==> src/energy_beat_detector_top_defines.svh <==
// Assertion macros for the energy beat detector.
// Used by energy_beat_detector_top; expects clk_i and rst_ni in scope.
`ifndef ENERGY_BEAT_DETECTOR_TOP_DEFINES_SVH
`define ENERGY_BEAT_DETECTOR_TOP_DEFINES_SVH

// Same-cycle implication, checked out of reset.
`define EBD_ASSERT_NOW(label, ante, cons, msg) \
  label: assert property (@(posedge clk_i) disable iff (!rst_ni) (ante) |-> (cons)) \
    else $error(msg);

// Next-cycle implication, checked out of reset.
`define EBD_ASSERT_NEXT(label, ante, cons, msg) \
  label: assert property (@(posedge clk_i) disable iff (!rst_ni) (ante) |=> (cons)) \
    else $error(msg);

`endif

==> src/ebd_pkg.sv <==
// Shared types and constants of the energy beat detector.
// No dependencies; imported by all modules of the block.
`default_nettype none

package ebd_pkg;

  // Field widths.
  localparam int unsigned EnergyW = 16;
  localparam int unsigned TimeW   = 32;
  localparam int unsigned ThrW    = 12;
  localparam int unsigned CfgW    = 16;

  // Configuration register indexes.
  typedef enum logic [1:0] {
    REG_BEAT_THRESHOLD = 2'd0,
    REG_DECAY_FACTOR   = 2'd1,
    REG_COOLDOWN_MS    = 2'd2,
    REG_SILENCE_FLOOR  = 2'd3
  } cfg_reg_e;

  // Reset values of the configuration registers.
  localparam logic [ThrW-1:0]    ThresholdRst = 12'd384;
  localparam logic [EnergyW-1:0] DecayRst     = 16'd58982;
  localparam logic [EnergyW-1:0] CooldownRst  = 16'd200;
  localparam logic [EnergyW-1:0] FloorRst     = 16'd3277;

  // Beat level after a detected beat.
  localparam logic [EnergyW-1:0] LevelFull = 16'hFFFF;

  // Configuration seen by the beat decision logic.
  typedef struct packed {
    logic [ThrW-1:0]    beat_threshold;
    logic [EnergyW-1:0] decay_factor;
    logic [EnergyW-1:0] cooldown_ms;
    logic [EnergyW-1:0] silence_floor;
  } cfg_t;

  // Per-item result of the beat decision logic.
  typedef struct packed {
    logic [EnergyW-1:0] level;
    logic               fired;
  } beat_res_t;

endpackage

`default_nettype wire

==> src/energy_beat_detector_top.sv <==
// Energy beat detector: one result per input frame. Each item passes the input
// register, then the result register; throughput one item per cycle while the
// result is not stalled, set by the single pass of logic between them. A stalled
// result holds the input register until it drains. Reset sets control state,
// configuration, sum, average, level and beat time, but not data registers or
// ring storage; a fill flag makes unwritten ring entries read as zero.
`default_nettype none
`include "energy_beat_detector_top_defines.svh"

module energy_beat_detector_top import ebd_pkg::*; #(
  parameter int unsigned HISTORY_DEPTH = 32
) (
  input  wire logic               clk_i,
  input  wire logic               rst_ni,
  input  wire logic               in_valid_i,
  output logic                    in_ready_o,
  input  wire logic [EnergyW-1:0] bass_energy_i,
  input  wire logic [TimeW-1:0]   time_ms_i,
  output logic                    out_valid_o,
  input  wire logic               out_ready_i,
  output logic      [EnergyW-1:0] beat_level_o,
  output logic                    beat_fired_o,
  output logic      [EnergyW-1:0] history_average_o,
  input  wire logic               cfg_we_i,
  input  wire logic [1:0]         cfg_idx_i,
  input  wire logic [CfgW-1:0]    cfg_data_i
);

  cfg_t               cfg_q;
  logic               in_valid_q;
  logic [EnergyW-1:0] in_energy_q;
  logic [TimeW-1:0]   in_time_q;
  logic               out_valid_q;
  logic [EnergyW-1:0] out_level_q;
  logic               out_fired_q;
  logic [EnergyW-1:0] out_avg_q;
  logic               adv;
  logic [EnergyW-1:0] avg;
  beat_res_t          res;

  // The held item moves on when the result register is free or being drained.
  assign adv        = in_valid_q && (!out_valid_q || out_ready_i);
  assign in_ready_o = !in_valid_q || adv;

  // Configuration registers.
  always_ff @(posedge clk_i or negedge rst_ni) begin
    if (!rst_ni) begin
      cfg_q.beat_threshold <= ThresholdRst;
      cfg_q.decay_factor   <= DecayRst;
      cfg_q.cooldown_ms    <= CooldownRst;
      cfg_q.silence_floor  <= FloorRst;
    end else if (cfg_we_i) begin
      case (cfg_reg_e'(cfg_idx_i))
        REG_BEAT_THRESHOLD: cfg_q.beat_threshold <= cfg_data_i[ThrW-1:0];
        REG_DECAY_FACTOR:   cfg_q.decay_factor   <= cfg_data_i;
        REG_COOLDOWN_MS:    cfg_q.cooldown_ms    <= cfg_data_i;
        REG_SILENCE_FLOOR:  cfg_q.silence_floor  <= cfg_data_i;
        default: ;
      endcase
    end
  end

  // Input register.
  always_ff @(posedge clk_i or negedge rst_ni) begin
    if (!rst_ni) begin
      in_valid_q <= 1'b0;
    end else if (in_ready_o) begin
      in_valid_q <= in_valid_i;
    end
  end

  always_ff @(posedge clk_i) begin
    if (in_valid_i && in_ready_o) begin
      in_energy_q <= bass_energy_i;
      in_time_q   <= time_ms_i;
    end
  end

  ebd_history #(
    .HistoryDepth(HISTORY_DEPTH)
  ) u_history (
    .clk_i   (clk_i),
    .rst_ni  (rst_ni),
    .adv_i   (adv),
    .energy_i(in_energy_q),
    .avg_o   (avg)
  );

  ebd_beat u_beat (
    .clk_i   (clk_i),
    .rst_ni  (rst_ni),
    .adv_i   (adv),
    .energy_i(in_energy_q),
    .time_i  (in_time_q),
    .avg_i   (avg),
    .cfg_i   (cfg_q),
    .res_o   (res)
  );

  // Result register.
  always_ff @(posedge clk_i or negedge rst_ni) begin
    if (!rst_ni) begin
      out_valid_q <= 1'b0;
    end else if (adv) begin
      out_valid_q <= 1'b1;
    end else if (out_ready_i) begin
      out_valid_q <= 1'b0;
    end
  end

  always_ff @(posedge clk_i) begin
    if (adv) begin
      out_level_q <= res.level;
      out_fired_q <= res.fired;
      out_avg_q   <= avg;
    end
  end

  assign out_valid_o       = out_valid_q;
  assign beat_level_o      = out_level_q;
  assign beat_fired_o      = out_fired_q;
  assign history_average_o = out_avg_q;

  // Checks on the pipeline control and the result.
  `EBD_ASSERT_NOW(a_fired_full, out_valid_o && beat_fired_o, beat_level_o == LevelFull,
    "beat reported without full level")
  `EBD_ASSERT_NOW(a_stall_cause, !in_ready_o, out_valid_o && !out_ready_i,
    "input stalled without a stalled result")
  `EBD_ASSERT_NEXT(a_adv_result, adv, out_valid_o, "processed item produced no result")

endmodule

`default_nettype wire

==> src/ebd_history.sv <==
// Energy history ring with running sum and registered average.
// Depends on ebd_pkg.
`default_nettype none

module ebd_history import ebd_pkg::*; #(
  parameter int unsigned HistoryDepth = 32
) (
  input  wire logic               clk_i,
  input  wire logic               rst_ni,
  input  wire logic               adv_i,
  input  wire logic [EnergyW-1:0] energy_i,
  output logic      [EnergyW-1:0] avg_o
);

  localparam int unsigned IdxW  = $clog2(HistoryDepth);
  localparam int unsigned SumW  = EnergyW + IdxW;
  localparam bit          IsPow2 = (HistoryDepth & (HistoryDepth - 1)) == 0;

  logic [EnergyW-1:0] mem [HistoryDepth];
  logic [EnergyW-1:0] rd_q;
  logic [IdxW-1:0]    idx_q, idx_d, rd_addr;
  logic               wrapped_q;
  logic [SumW-1:0]    sum_q, sum_d;
  logic [EnergyW-1:0] avg_q, avg_d;
  logic [EnergyW-1:0] old_energy;
  logic               idx_last;

  // Entries not yet written since reset read as zero until the ring first wraps.
  assign old_energy = wrapped_q ? rd_q : '0;
  assign sum_d      = sum_q - SumW'(old_energy) + SumW'(energy_i);
  assign idx_last   = idx_q == IdxW'(HistoryDepth - 1);
  assign idx_d      = idx_last ? '0 : idx_q + 1'b1;

  // Prefetch the entry that the next transfer will replace.
  assign rd_addr = adv_i ? idx_d : idx_q;

  // Average of the updated sum, ready for the next item.
  if (IsPow2) begin : g_shift
    assign avg_d = sum_d[SumW-1:IdxW];
  end else begin : g_recip
    localparam int unsigned      Shift = SumW + IdxW;
    localparam int unsigned      MagW  = SumW + 1;
    localparam longint unsigned  Magic =
      ((64'd1 << Shift) + HistoryDepth - 1) / HistoryDepth;
    logic [SumW+MagW-1:0] prod;
    assign prod  = sum_d * MagW'(Magic);
    assign avg_d = EnergyW'(prod >> Shift);
  end

  // Ring storage: a write when an item advances and one registered read per cycle.
  always_ff @(posedge clk_i) begin
    if (adv_i) begin
      mem[idx_q] <= energy_i;
    end
    rd_q <= mem[rd_addr];
  end

  // Ring pointer, fill flag, running sum and average.
  always_ff @(posedge clk_i or negedge rst_ni) begin
    if (!rst_ni) begin
      idx_q     <= '0;
      wrapped_q <= 1'b0;
      sum_q     <= '0;
      avg_q     <= '0;
    end else if (adv_i) begin
      idx_q <= idx_d;
      sum_q <= sum_d;
      avg_q <= avg_d;
      if (idx_last) begin
        wrapped_q <= 1'b1;
      end
    end
  end

  assign avg_o = avg_q;

endmodule

`default_nettype wire

==> src/ebd_beat.sv <==
// Beat decision: threshold, silence floor and cooldown tests, level decay.
// Depends on ebd_pkg.
`default_nettype none

module ebd_beat import ebd_pkg::*; (
  input  wire logic               clk_i,
  input  wire logic               rst_ni,
  input  wire logic               adv_i,
  input  wire logic [EnergyW-1:0] energy_i,
  input  wire logic [TimeW-1:0]   time_i,
  input  wire logic [EnergyW-1:0] avg_i,
  input  wire cfg_t               cfg_i,
  output beat_res_t               res_o
);

  localparam int unsigned LoudW = EnergyW + ThrW;

  logic [EnergyW-1:0]   level_q, level_d;
  logic [TimeW-1:0]     last_q;
  logic [2*EnergyW-1:0] decay_prod;
  logic [LoudW-1:0]     avg_scaled, energy_scaled;
  logic [TimeW-1:0]     elapsed;
  logic                 loud, above_floor, cooled, fired;

  // Decay truncates toward zero.
  assign decay_prod = level_q * cfg_i.decay_factor;

  // Energy as Q16.8 against average times the Q4.8 threshold, exact.
  assign avg_scaled    = avg_i * cfg_i.beat_threshold;
  assign energy_scaled = LoudW'({energy_i, 8'd0});
  assign loud          = energy_scaled > avg_scaled;
  assign above_floor   = avg_i > cfg_i.silence_floor;

  // Time since the last beat wraps modulo 2^32.
  assign elapsed = time_i - last_q;
  assign cooled  = elapsed > TimeW'(cfg_i.cooldown_ms);

  assign fired   = loud && above_floor && cooled;
  assign level_d = fired ? LevelFull : decay_prod[2*EnergyW-1:EnergyW];

  // Level advances with each processed item; the beat time updates when a beat fires.
  always_ff @(posedge clk_i or negedge rst_ni) begin
    if (!rst_ni) begin
      level_q <= '0;
      last_q  <= '0;
    end else if (adv_i) begin
      level_q <= level_d;
      if (fired) begin
        last_q <= time_i;
      end
    end
  end

  assign res_o.level = level_d;
  assign res_o.fired = fired;

endmodule

`default_nettype wire
==> config.mk <==
export PLATFORM = sky130hd
export DESIGN_NAME = energy_beat_detector_top
export DESIGN_NICKNAME = d
export VERILOG_FILES = /design/src/ebd_pkg.sv /design/src/energy_beat_detector_top.sv /design/src/ebd_history.sv /design/src/ebd_beat.sv
export VERILOG_INCLUDE_DIRS = /design/src /design/src/src
export SDC_FILE = /design/constraint.sdc
export NUM_CORES = 2
export LEC_CHECK = 0
export BUFFER_PORTS_ARGS = -buffer_cell sky130_fd_sc_hd__buf_2
export CAP_MARGIN = 20
export CORE_ASPECT_RATIO = 0.9
export CORE_MARGIN = 2
export CORE_UTILIZATION = 46
export CTS_CLUSTER_DIAMETER = 150
export DETAILED_ROUTE_END_ITERATION = 12
export HOLD_SLACK_MARGIN = 0.15
export RECOVER_POWER = 50
export SLEW_MARGIN = 5
export SYNTH_ARGS = -nofsm -noshare
export SYNTH_HDL_FRONTEND = slang
export SYNTH_SLANG_ARGS = --single-unit
export TNS_END_PERCENT = 50
==> constraint.sdc <==
create_clock -name clk_i -period 22.2 [get_ports clk_i]
set_input_delay 4.44 -clock clk_i [delete_from_list [all_inputs] [get_ports clk_i]]
set_output_delay 4.44 -clock clk_i [all_outputs]
set_load 0.1 [all_outputs]
==> impl_results.md <==
* Hold buffers post-CTS at 0
* Insertion delay to the later sink of the worst-skew pair at 0.66 ns
* Flip-flop and latch area at 21580 um2
* Final wirelength at 119.8 mm
* Maximum buffer depth of the clock tree at 3
* CORE AREA at 101900 um2
* Slew HR at -1.971
* Post-cts gate resize count at 0
* Setup Skew at 0.03932 ns
* Routed Antenna Nets at 0
* Total of max-cap violations at 19
* Final HPWL DP at 76.08 mm
* CTS HTree Levels at 3
* Status: complete, but fails checks
* IO Count at 106
* Antenna diodes at 0
* Crit-path max FO at 3
* WS Path Type: input pin to output port
* Synth Instances at 4377
* Wire length per cell at 20.53 um
* Buf/Inv on CP at 2
* Grt total ovfl at 0
* Post-layout min period at 9.514 ns
* Sequential element share of the synthesized area at 0.4561
* Req. time, crit path at 17.76 ns
* Critical Path Start Type: input pin
* Setup Buffers After CTS at 0
* Synthesized area at 47320 um2
* CP endpoint kind: output port
* Mean Syn Cell Area at 10.81 um2
* TritonCTS Sinks at 746
* Part of the cycle the worst path needs at 0.4285
* # fillers at 9274
* CTS root buf: clkbuf_16
* DRC Markers at 0
* Fmax at 105.1 MHz
* Layout cells sized above 1 at 0.09201
* Vias in the first global route at 31550
* Area of the multi-input gates at 22840 um2
* DR pass1 iterations at 5
* Post-synth top flop: edfxtp_1
* Final TNS setup at 0 ns
* #FFs+latches synth at 746
* WL met1 at 53.50 mm
* Die height at 308.3 um
* CTS clock-pin slew for the worst setup and hold paths at 0.06 ns
* Worst-Margin Slew at 4.456 ns
* CP max stage delay at 0.44 ns
* Wire length on met3 at 7.242 mm
* Total track usage at 0.2307
* Layout area overhead at 9.796%
* TritonCTS clock tree: done
* First-pass GRT wire length at 187.2 mm
* Post-synth cell types at 80
* I/O Buffers at 105
* Class of the worst hold path: flop to flop
* Critical path data arrival time at 5.07 ns
* Nets at 5107
* # setup viols final at 0
* # rows at 111
* Starting DRC count in detailed routing at 2451
* Largest net degree at the start of global routing at 129
* Via density at 5.402
* CP delay by family, top: buffers and inverters
* RSZ-0062 raised after global routing: false
* Synthesized Nets at 5070
* YS warnings at 0
* Asr flop ratio synth at 0.1836
* Antenna violations before repair at 2
* Total CTS buffers at 77
* Max Slew Vio Count at 723
* Failing checks: capacitance limit, slew limit
* Ordered list of cells on the worst path: buf_2, nand3b_1, buf_2
* Met2 wire length at 55.70 mm
* GP Congestion at 0.8758
* DR top layer: met5
* Routed via count at 31520
* Starting Density at 0.4642
* Die width at 342.1 um
* Final hold vios at 0
* Slowest CP cell: buf_2
* Post-synth EDFFs at 593
* Crit-path most repeated cell: buf_2
* DIE AREA at 105500 um2
## cells in the final DEF (no fill, tap or decap), drive strengths merged, types with 74 or more instances in the layout
cell,count
nand2,939
fa,350
buf,155
and2,165
nor2,86
clkbuf,128
edfxtp,593
mux2,95
inv,560
nand3,159
a311oi,117
dfrtp,116
o21ai,75
a21oi,107
and3,74
ha,272
## cell type report
| type | count | area share |
|---|---|---|
| inverter | 560 | 0.04067 |
| clock inverter | 45 | 0.01137 |
| clock buffer | 98 | 0.04036 |
| timing repair buffer | 185 | 0.02006 |
| sequential | 746 | 0.4154 |
| multi-input combinational | 2844 | 0.4395 |
| tap | 1356 | 0.03265 |
## synth_stat cells, drive strengths merged, types with 95 or more instances
master | instances | area [um2]
a21oi | 107 | 539.3
a311oi | 117 | 1025
and2 | 165 | 1032
clkbuf | 202 | 758.2
dfrtp | 116 | 2903
edfxtp | 593 | 17810
fa | 350 | 7007
ha | 272 | 3403
inv | 559 | 2098
mux2 | 95 | 1182
nand2 | 939 | 3525
nand3 | 159 | 795.8
## layer usage
metal,track usage,up-vias
met5,0,-
met4,0.06620,2
met3,0.03902,178
met2,0.3705,803
met1,0.3227,15740
li1,-,14790
## state kept, by name, indices dropped and copies added (netlist names)
name,flops
u_history.avg_o,16
in_valid_q,1
cfg_q,60
history_average_o,16
u_beat.last_q,32
beat_fired_o,1
in_time_q,32
in_energy_q,16
u_history.rd_q,16
out_valid_o,1
u_history.idx_q,5
beat_level_o,16
u_history.wrapped_q,1
u_history.mem,512
u_beat.level_q,16
u_history.sum_q,5
## metrics by stage
step / cell area [um2] / cells / worst slack [ns] / utilization / hold WS (ns)
CTS: 52060 / 5834 / 12.68 / 0.5107 / 0.4940
finish: 51960 / 5834 / 12.69 / 0.5097 / 0.4927
detailed placement: 49370 / 5691 / 12.68 / 0.4843 / 0.4815
global placement: 49370 / 5691 / 12.68 / 0.4843 / 0.4623
floorplan: 47320 / 4377 / 12.50 / - / 0.4485
global route: 51960 / 5834 / 12.24 / 0.5097 / 0.5226
## worst reg2reg max path, delay by kind of cell, from the launching register on
kind | cells | cell delay, ns
fa+ha+maj | 7 | 3.15
compound gates | 8 | 2.05
buf+inv | 6 | 1.70
simple gates | 7 | 1.45
mux | 1 | 0.40
flops | 1 | 0.32
xor+xnor | 1 | 0.15
## worst paths after layout
kind,start,to,slack [ns],cells past startpoint
setup reg to reg,u_history.avg_o[2],u_beat.last_q[31],12.87,30
hold reg to reg,u_history.sum_q[1],u_history.sum_q[1],0.49,2
min in group asynchronous,rst_ni,u_beat.level_q[4],5.37,1
hold / removal,u_history.sum_q[1],u_history.sum_q[1],0.49,2
max in group asynchronous,rst_ni,cfg_q[44],14.16,2
setup / recovery,out_ready_i,in_ready_o,12.69,3
## logic make-up after synthesis
family                     count (synthesis)  share of synthesized area
and+or+nand+nor                         1542                     0.1458
buffers and inverters                    787                    0.06322
DFF                                      746                     0.4561
adders and majority gates                622                     0.2200
AOI/OAI and AO/OA                        505                    0.07506
muxes                                    100                    0.02604
xor gates and xnor gates                  75                    0.01388
Power is left out: the tool's default activity adds up to more than one toggle a clock period on the data nets, which glitch-free logic cannot reach.
